### config.mk
export PLATFORM = sky130hd
export DESIGN_NAME = cooperative_thread_scheduler_unit
export DESIGN_NICKNAME = d
export VERILOG_FILES = /design/src/sv/cts_pkg.sv /design/src/sv/cooperative_thread_scheduler_unit.sv /design/src/sv/cts_core.sv
export SDC_FILE = /design/constraint.sdc
export NUM_CORES = 1
export LEC_CHECK = 0
export BUFFER_PORTS_ARGS = -buffer_cell sky130_fd_sc_hd__buf_2
export CAP_MARGIN = 20
export CORE_ASPECT_RATIO = 2
export CORE_UTILIZATION = 45
export DETAILED_ROUTE_END_ITERATION = 16
export GPL_ROUTABILITY_DRIVEN = 0
export MAX_ROUTING_LAYER = met4
export PLACE_DENSITY = 0.67
export SKIP_LAST_GASP = 1
export SLEW_MARGIN = 30
export SYNTH_ARGS = -nofsm -noshare
export SYNTH_HDL_FRONTEND = slang
export SYNTH_SLANG_ARGS = --single-unit
### constraint.sdc
create_clock -name clk -period 6.9 [get_ports clk]
set_input_delay 0 -clock clk [delete_from_list [all_inputs] [get_ports clk]]
set_output_delay 0 -clock clk [all_outputs]
set_load 0.1 [all_outputs]
### src/sv/cts_pkg.sv
// Shared types and codes of the cooperative thread scheduler.
package cts_pkg;

	localparam int MAX_THREADS_DEF = 16;

	localparam logic [2:0] MODE_REGISTER = 3'd0;
	localparam logic [2:0] MODE_START    = 3'd1;
	localparam logic [2:0] MODE_YIELD    = 3'd2;
	localparam logic [2:0] MODE_BUSY     = 3'd3;
	localparam logic [2:0] MODE_FINISH   = 3'd4;
	localparam logic [2:0] MODE_KILL     = 3'd5;

	localparam logic [2:0] ST_OK          = 3'd0;
	localparam logic [2:0] ST_POOL_FULL   = 3'd1;
	localparam logic [2:0] ST_ALREADY     = 3'd2;
	localparam logic [2:0] ST_NO_THREADS  = 3'd3;
	localparam logic [2:0] ST_NOT_RUNNING = 3'd4;
	localparam logic [2:0] ST_ALL_DONE    = 3'd5;

	localparam logic [15:0] RESUME_ENTRY = 16'hFFFF;

	typedef struct packed {
		logic [2:0]  mode;
		logic [15:0] module_id;
		logic [15:0] entry_address;
		logic [15:0] entry_number;
	} item_t;

	typedef struct packed {
		logic [2:0]  status;
		logic        dispatch_valid;
		logic [15:0] dispatch_address;
		logic [15:0] dispatch_entry;
		logic [15:0] current_thread;
	} result_t;

endpackage

### src/sv/cooperative_thread_scheduler_unit.sv
// Top level of the cooperative round-robin thread scheduler.
// Each request word (register, start, yield, busy, finish, kill) gives exactly one
// response word. A request is captured in an input register, evaluated against the
// thread pool and ready ring in one combinational pass, and the response lands in
// an output register; one request is taken every cycle while the response side
// keeps up. The thread id of a slot is its index plus one, since slots are never
// freed after reset.
module cooperative_thread_scheduler_unit #(
	parameter int MAX_THREADS = cts_pkg::MAX_THREADS_DEF
) (
	input  logic        clk,
	input  logic        arst_n,
	input  logic        req_valid,
	output logic        req_ready,
	input  logic [2:0]  mode,
	input  logic [15:0] module_id,
	input  logic [15:0] entry_address,
	input  logic [15:0] entry_number,
	output logic        rsp_valid,
	input  logic        rsp_ready,
	output logic [2:0]  status,
	output logic        dispatch_valid,
	output logic [15:0] dispatch_address,
	output logic [15:0] dispatch_entry,
	output logic [15:0] current_thread
);
	import cts_pkg::*;

	item_t   item_s1;
	logic    valid_s1;
	result_t res_c;
	result_t res_q;
	logic    rsp_valid_q;
	logic    advance;

	assign advance   = valid_s1 && (!rsp_valid_q || rsp_ready);
	assign req_ready = !valid_s1 || advance;

	always_ff @(posedge clk) begin
		if (req_valid && req_ready) begin
			item_s1 <= '{mode: mode, module_id: module_id,
				entry_address: entry_address, entry_number: entry_number};
		end
		if (advance) begin
			res_q <= res_c;
		end
	end

	always_ff @(posedge clk or negedge arst_n) begin
		if (!arst_n) begin
			valid_s1    <= 1'b0;
			rsp_valid_q <= 1'b0;
		end else begin
			if (req_ready) begin
				valid_s1 <= req_valid;
			end
			if (advance) begin
				rsp_valid_q <= 1'b1;
			end else if (rsp_ready) begin
				rsp_valid_q <= 1'b0;
			end
		end
	end

	cts_core #(
		.MAX_THREADS(MAX_THREADS)
	) u_core (
		.clk    (clk),
		.arst_n (arst_n),
		.commit (advance),
		.item   (item_s1),
		.result (res_c)
	);

	assign rsp_valid        = rsp_valid_q;
	assign status           = res_q.status;
	assign dispatch_valid   = res_q.dispatch_valid;
	assign dispatch_address = res_q.dispatch_address;
	assign dispatch_entry   = res_q.dispatch_entry;
	assign current_thread   = res_q.current_thread;

endmodule

### src/sv/cts_core.sv
// Scheduler state (thread pool, ready ring) and the single-pass step logic.
module cts_core #(
	parameter int MAX_THREADS = cts_pkg::MAX_THREADS_DEF
) (
	input  logic            clk,
	input  logic            arst_n,
	input  logic            commit,
	input  cts_pkg::item_t  item,
	output cts_pkg::result_t result
);
	import cts_pkg::*;

	localparam int IDX_W = $clog2(MAX_THREADS);
	localparam int CNT_W = $clog2(MAX_THREADS + 1);
	localparam int SUM_W = CNT_W + 1;
	localparam logic [CNT_W-1:0] MAX_CNT = CNT_W'(MAX_THREADS);
	localparam logic [SUM_W-1:0] MAX_SUM = SUM_W'(MAX_THREADS);
	localparam logic [IDX_W-1:0] LAST_IDX = IDX_W'(MAX_THREADS - 1);

	logic [IDX_W-1:0] ring_q [MAX_THREADS];
	logic [15:0]      addr_q [MAX_THREADS];
	logic [15:0]      entry_q [MAX_THREADS];

	logic [IDX_W-1:0] head_q, head_n;
	logic [CNT_W-1:0] count_q, count_n;
	logic [CNT_W-1:0] used_q, used_n;
	logic             active_q, active_n;
	logic [IDX_W-1:0] cur_slot_q, cur_slot_n;
	logic             cur_valid_q, cur_valid_n;

	logic             wr_en;
	logic [IDX_W-1:0] wr_slot;
	logic [15:0]      wr_addr, wr_entry;
	logic             push_en, push_ok, pop_en, pop_ok;
	logic [IDX_W-1:0] push_slot, pop_slot;
	logic [SUM_W-1:0] tail_sum, tail_wrap;
	logic [IDX_W-1:0] tail_idx;
	logic [CNT_W-1:0] count_pushed;
	logic             active_cur;

	assign active_cur = active_q && cur_valid_q;
	assign tail_sum   = SUM_W'(head_q) + SUM_W'(count_q);
	assign tail_wrap  = (tail_sum >= MAX_SUM) ? tail_sum - MAX_SUM : tail_sum;
	assign tail_idx   = tail_wrap[IDX_W-1:0];

	always_comb begin
		result.status           = ST_OK;
		result.dispatch_valid   = 1'b0;
		result.dispatch_address = '0;
		result.dispatch_entry   = '0;
		wr_en     = 1'b0;
		wr_slot   = cur_slot_q;
		wr_addr   = item.entry_address;
		wr_entry  = RESUME_ENTRY;
		push_en   = 1'b0;
		push_slot = cur_slot_q;
		pop_en    = 1'b0;
		used_n    = used_q;
		active_n  = active_q;
		case (item.mode)
			MODE_REGISTER: begin
				if (used_q >= MAX_CNT) begin
					result.status = ST_POOL_FULL;
				end else begin
					wr_en     = 1'b1;
					wr_slot   = used_q[IDX_W-1:0];
					wr_entry  = item.entry_number;
					push_en   = 1'b1;
					push_slot = used_q[IDX_W-1:0];
					used_n    = used_q + 1'b1;
				end
			end
			MODE_START: begin
				if (active_q) begin
					result.status = ST_ALREADY;
				end else if (count_q == '0) begin
					result.status = ST_NO_THREADS;
				end else begin
					pop_en   = 1'b1;
					active_n = 1'b1;
				end
			end
			MODE_YIELD: begin
				if (!active_cur) begin
					result.dispatch_valid   = 1'b1;
					result.dispatch_address = item.entry_address;
					result.dispatch_entry   = RESUME_ENTRY;
				end else begin
					wr_en   = 1'b1;
					push_en = 1'b1;
					pop_en  = 1'b1;
				end
			end
			MODE_BUSY: begin
				if (!active_cur) begin
					result.status = ST_NOT_RUNNING;
				end else begin
					push_en = 1'b1;
					pop_en  = 1'b1;
				end
			end
			MODE_FINISH, MODE_KILL: begin
				if (!active_cur) begin
					result.status = ST_NOT_RUNNING;
				end else if (count_q == '0) begin
					result.status = ST_ALL_DONE;
					active_n      = 1'b0;
				end else begin
					pop_en = 1'b1;
				end
			end
			default: begin
			end
		endcase

		push_ok      = push_en && (count_q < MAX_CNT);
		count_pushed = count_q + CNT_W'(push_ok);
		pop_ok       = pop_en && (count_pushed != '0);
		pop_slot     = (count_q == '0 && push_ok) ? push_slot : ring_q[head_q];

		head_n      = head_q;
		count_n     = count_pushed;
		cur_slot_n  = cur_slot_q;
		cur_valid_n = cur_valid_q;
		if (pop_ok) begin
			head_n      = (head_q == LAST_IDX) ? '0 : head_q + 1'b1;
			count_n     = count_pushed - 1'b1;
			cur_slot_n  = pop_slot;
			cur_valid_n = 1'b1;
			result.dispatch_valid = 1'b1;
			if (wr_en && wr_slot == pop_slot) begin
				result.dispatch_address = wr_addr;
				result.dispatch_entry   = wr_entry;
			end else begin
				result.dispatch_address = addr_q[pop_slot];
				result.dispatch_entry   = entry_q[pop_slot];
			end
		end
		if (result.status == ST_ALL_DONE) begin
			cur_slot_n  = '0;
			cur_valid_n = 1'b0;
		end
		result.current_thread = cur_valid_n ? 16'(cur_slot_n) + 16'd1 : 16'd0;
	end

	always_ff @(posedge clk) begin
		if (commit && wr_en) begin
			addr_q[wr_slot]  <= wr_addr;
			entry_q[wr_slot] <= wr_entry;
		end
		if (commit && push_ok) begin
			ring_q[tail_idx] <= push_slot;
		end
	end

	always_ff @(posedge clk or negedge arst_n) begin
		if (!arst_n) begin
			head_q      <= '0;
			count_q     <= '0;
			used_q      <= '0;
			active_q    <= 1'b0;
			cur_slot_q  <= '0;
			cur_valid_q <= 1'b0;
		end else if (commit) begin
			head_q      <= head_n;
			count_q     <= count_n;
			used_q      <= used_n;
			active_q    <= active_n;
			cur_slot_q  <= cur_slot_n;
			cur_valid_q <= cur_valid_n;
		end
	end

endmodule

**Word level (Yosys, flattened, before mapping)**

Memory sizes are Yosys's and may differ from the RTL's.
Cells that the tools add are included.

- Add/sub/neg operators: 7
- $mul: 0
- Div/mod/pow operators: 0
- $lt $le $gt $ge: 3
- Equality and inequality tests: 10
- Shift operators: 0
- Muxes and demuxes: 41
- Bitwise operators: 1
- Reductions and logical operators: 23

Operators with widths:

| cell | count |
|---|---|
| $mux 33 | 2 |
| $mux 32 | 2 |
| $mux 16 | 2 |
| $mux 4 | 7 |
| $mux 1 | 17 |
| $mux 3 | 4 |
| $pmux 3 s4 | 1 |
| $eq 3x3->1 const B | 3 |
| $logic_and 1x1->1 | 9 |
| $add 4x5->6 | 1 |
| $eq 3x2->1 const B | 2 |
| $ge 6x5->1 const B | 1 |
| $pmux 1 s2 | 3 |
| $add 4x1->5 const B | 1 |
| $add 5x1->5 | 1 |
| $add 5x1->5 const B | 1 |
| $ge 5x5->1 const B | 1 |
| $logic_not 5->1 | 1 |
| $lt 5x5->1 const B | 1 |
| $mux 5 | 1 |
| $reduce_bool 5->1 | 1 |
| $sub 5x1->5 const B | 1 |
| $add 4x1->4 const B | 1 |
| $eq 4x4->1 | 1 |
| 15 further kinds | 20 |

- Bits in registers: 109
- Bits in latches: 0
- RAM bits: 576
- Memory bits (read-only): 0
- Memories kept: 3

Memory list:

| memory | depth | bits a word | rd ports | clocked after memory_dff | wr ports | line | RTL |
|---|---|---|---|---|---|---|---|
| u_core.addr_q | 16 | 16 | 1 | 0 | 1 | cts_core.sv:21 | `logic [15:0] addr_q [MAX_THREADS];` |
| u_core.entry_q | 16 | 16 | 1 | 0 | 1 | cts_core.sv:22 | `logic [15:0] entry_q [MAX_THREADS];` |
| u_core.ring_q | 16 | 4 | 1 | 0 | 1 | cts_core.sv:20 | `logic [IDX_W-1:0] ring_q [MAX_THREADS];` |

**Depth between registers and ports, before layout**

- Depth in word-level cells: 10
- Gate-level depth with buffers: 17
- Mapped depth without buffers: 14

**Cells and area by module**

Synthesis repeated with hierarchy kept, for this count alone.

- Cell total of the unflattened synthesis: 1829
- Area, all modules: 28064.4 um2

By module, submodules not included:

| module | times used | cells an instance | area an instance (um2) | sequential area each (um2) |
|---|---|---|---|---|
| cts_core | 1 | 1718 | 24867.6 | 17797.1 |
| cooperative_thread_scheduler_unit | 1 | 111 | 3196.8 | 3143.0 |

**Worst setup path before layout**

OpenSTA, ideal clock, no wires.

- Path type: register to register
- Start point: reg item_s1[49] (netlist bit)
- End point: mem u_core.addr_q[0][0] (enable)
- Setup time: 421 ps
- Data arrival time: 3563 ps
- Slack: 2916 ps
- Stages on the path, launching flop included: 8
- Path buffers: 2
- Clock period less this slack: 3984 ps
- Cell sequence: edfxtp_1 buf_2 or4_1 buf_2 a21oi_1 inv_2 or4_1 nor2_1

RTL lines:

| element | line | RTL |
|---|---|---|
| from (decl) | cooperative_thread_scheduler_unit.sv:29 | `item_t item_s1;` |
| from (signal assigned) | cooperative_thread_scheduler_unit.sv:41 | `item_s1 <= '{mode: mode, module_id: module_id,` |
| $logic_not 3->1 | -- |  |
| $mux 4 | -- |  |
| named net u_core.push_slot[0] | cts_core.sv:35 | `logic [IDX_W-1:0] push_slot, pop_slot;` |
| to (decl) | cts_core.sv:21 |  |

The timed path passes the listed nets, and every way through them passes these cells.

==> results.toml <==
[timing]
slew-limit-headroom_pct = 36.8
timing_hold_violations_final = 0
tns_ns = 0
worstMarginPinSlew_ns = 0.948
final_clock_period_utilization_by_the_worst_path_pct = 70.6
timing.final.crit_period_ns = 4.87
timing.final.ws_setup_ns = 2.03
worst_clock_skew_ns = 0.0273
fmax_mhz = 205
final-max-slew-violation-count = 0
setup_viol_count_final = 0
unrepaired_setup_endpoints_after_global_routing = "no"

[worst_setup_path]
critPathArrivalTime_ns = 5.21
setup.worst_path.class = "reg -> reg"
setup.reg_to_reg.worst_slack_ns = 2.03
reg2reg_depth = 11
timing.critical_path.to = "dispatch_address[1]"
worstSetupStartpointType = "flop"
reg2reg_to = "dispatch_address[1]"
worstPathRequired_ns = 7.24
crit-reg2reg-launch = "item_s1[49]"
crit_path_end_kind = "flop"
worst_setup_sp = "item_s1[49]"
largest_fanout_on_the_critical_path = 17

[yosys]
yosysWarnings = 0
postSynth.topFlopCell = "sky130_fd_sc_hd__edfxtp_1"
ys_seq_area_share_pct = 74.9
ys_seq_elements = 674
yosys.area.top_type_share_pct = 72.9
postSynthCellCount = 1738
mapped_area_mm2 = 0.0269
synth_cell_type_count = 70
synth-edff-count = 652
synth-async-reset-ratio_pct = 3.26
synth_area_per_cell_um2 = 15.5
ranking_of_synthesized_cells_by_area = "sky130_fd_sc_hd__edfxtp_1, sky130_fd_sc_hd__mux2i_1, sky130_fd_sc_hd__nand2_1, sky130_fd_sc_hd__dfrtp_1, sky130_fd_sc_hd__a32o_1"
post-synth-top-area-cell = "sky130_fd_sc_hd__edfxtp_1"

[route]
route.final.wire_length_um = 64100
routed_antenna_nets = 0
drt-initial-drc-count = 1336
routedWlPerCell_um = 23.9
detail_route.first_pass.iterations = 5
routed-via-count = 15569
avgViaCountPerCell = 5.80
drc_errors = 0

[pwr]
p_per_area_mw_per_mm2 = 402
power.ir.vdd_worst_v = 0.000300
leakage_power_nw = 10.4

[global_route]
grt_util_all_layers_pct = 21.7
grt_first_pass_wirelength_um = 94900
antenna_found_initial = 0
grt_start_max_net_pins = 130
first_global_vias = 15760
global_route.overflow_total = 0

[clock_tree]
htreeDepth = 2
cts_num_sinks = 674
cts_buffer_depth = 3
clockRootBuffer = "sky130_fd_sc_hd__clkbuf_16"
clkLatencyLatePin_ns = 0.61
clk_pin_slew_worst_paths_ns = 0.07
postCtsSetupRepairBufs = 0
tritoncts.num_buffers = 54
tritoncts = "yes"

[floorplanning]
core_ar_mm2 = 0.0590
rows = 126
dieArea_mm2 = 0.0607
pin_count = 109
fp.dieW_um = 175
initial_utilization_pct = 45.6
die_y_um = 348

[finish]
mostFrequentLayoutCell = "sky130_fd_sc_hd__edfxtp_1"
antenna-diode-count = 0
nets = 1942
drive_gt1_share_pct = 13.6
mostFrequentLayoutCells = "sky130_fd_sc_hd__edfxtp_1, sky130_fd_sc_hd__nand2_1, sky130_fd_sc_hd__mux2i_1"
syn2layout_area_growth_pct = 13.7

[placed_design]
port_buffers = 81
dp_hpwl_um = 36500
dp_slack_ns = 2.05

[hold_path]
hold_class = "in -> reg"

[flow_run]
maxCapViolations = 0

[outcome]
result_of_the_run = "finished clean"
[worst max-delay path, cell delays in order, from the launching register on]
cell and delay (ns):
sky130_fd_sc_hd__edfxtp_1 0.55, sky130_fd_sc_hd__or4_1 0.79, sky130_fd_sc_hd__a21oi_1 0.41, sky130_fd_sc_hd__ha_1 0.32
sky130_fd_sc_hd__ha_1 0.29, sky130_fd_sc_hd__nand2_1 0.07, sky130_fd_sc_hd__o31ai_1 0.27, sky130_fd_sc_hd__nand3_1 0.24
sky130_fd_sc_hd__and2_1 0.44, sky130_fd_sc_hd__a31o_2 0.30, sky130_fd_sc_hd__a21o_1 0.45, sky130_fd_sc_hd__a221o_1 0.46
[routing by layer]
metal  vias up  track usage, %  part of all wire (%)
met1      7830            23.8                    36
met4         0            11.5                   5.7
met5         -               -                     0
li1       6919               -                     -
met3       210            2.28                   5.3
met2       610            38.6                    53
[per-stage QoR]
stage | hold slack [ns] | total power [W] | utilization [%] | instances | area, um^2
final | 0.0899 | 0.0123 | 51.8 | 2684 | 30500
after global routing | 0.0817 | 0.0128 | 51.8 | 2684 | 30500
after CTS | 0.0610 | 0.0123 | 51.8 | 2684 | 30500
after detailed placement | 0.0262 | 0.00923 | 48.1 | 2546 | 28400
after global placement | 0.0115 | 0.00912 | 48.1 | 2546 | 28300
after floorplan | -0.296 | 0.00805 | - | 1748 | 26900
[registers in the layout (all words and copies together) (netlist names), 16 cells and up]
| signal | cells |
|---|---|
| u_core.addr_q | 256 |
| item_s1 | 35 |
| u_core.entry_q | 256 |
| dispatch_entry | 16 |
| dispatch_address | 16 |
| u_core.ring_q | 64 |
[how the worst min path moves through the flow]
stage	end	slack [ns]	startpoint	cells past startpoint
finish	item_s1[9]	0.09	entry_number[9]	2
global route	item_s1[9]	0.08	entry_number[9]	2
CTS	item_s1[8]	0.06	entry_number[8]	2
detailed placement	rsp_valid	0.03	arst_n	1
global placement	rsp_valid	0.01	arst_n	1
floorplan	rsp_valid	-0.30	arst_n	0
[power by group]
part | switching (W) | leakage [nW] | internal (W) | total (W)
logic | 0.00287 | 3.42 | 0.00137 | 0.00424
registers | 0.000170 | 6.12 | 0.00475 | 0.00492
clock network | 0.00139 | 0.857 | 0.00172 | 0.00311
total | 0.00442 | 10.4 | 0.00785 | 0.0123
[cells by family (layout without fill, tap and decap cells)]
kind of cell	count (synthesis)	count (layout)	share of synthesized area (%)
mux	162	162	6.71
fa+ha+maj	12	12	0.587
simple gates	498	498	8.21
other cells	1	11	0.0140
compound gates	255	255	6.86
buf+inv	115	283	2.01
xor+xnor	21	21	0.685
flops	674	674	74.9
[cell usage after synthesis (16+ instances only)]
cell,n
sky130_fd_sc_hd__edfxtp_1,652
sky130_fd_sc_hd__nand2_1,332
sky130_fd_sc_hd__mux2i_1,142
sky130_fd_sc_hd__a21oi_1,78
sky130_fd_sc_hd__nor2_1,53
sky130_fd_sc_hd__a221oi_1,43
sky130_fd_sc_hd__a32o_1,43
sky130_fd_sc_hd__clkbuf_1,43
sky130_fd_sc_hd__buf_2,29
sky130_fd_sc_hd__nand2b_1,23
sky130_fd_sc_hd__dfrtp_1,22
sky130_fd_sc_hd__o22ai_1,22
sky130_fd_sc_hd__a31oi_1,21
sky130_fd_sc_hd__nor4_1,21
sky130_fd_sc_hd__xnor2_1,16
[repair_timing]
| action | in CTS | in global routing |
|---|---|---|
| hold buffers | 41 | 0 |
| resized for setup | 0 | 0 |
| hold endpoints to repair | 59 | 0 |
[layout make-up]
cell class	instances	area [um^2]
Sequential cell	674	20100
Tap cell	768	961
Timing Repair Buffer	169	1220
Clock buffer	63	1410
Fill cell	4772	28400
Multi-Input combinational cell	959	6400
Inverter	17	63.8
Clock inverter	34	367
No activity file was read; power rests on OpenSTA's default activity.
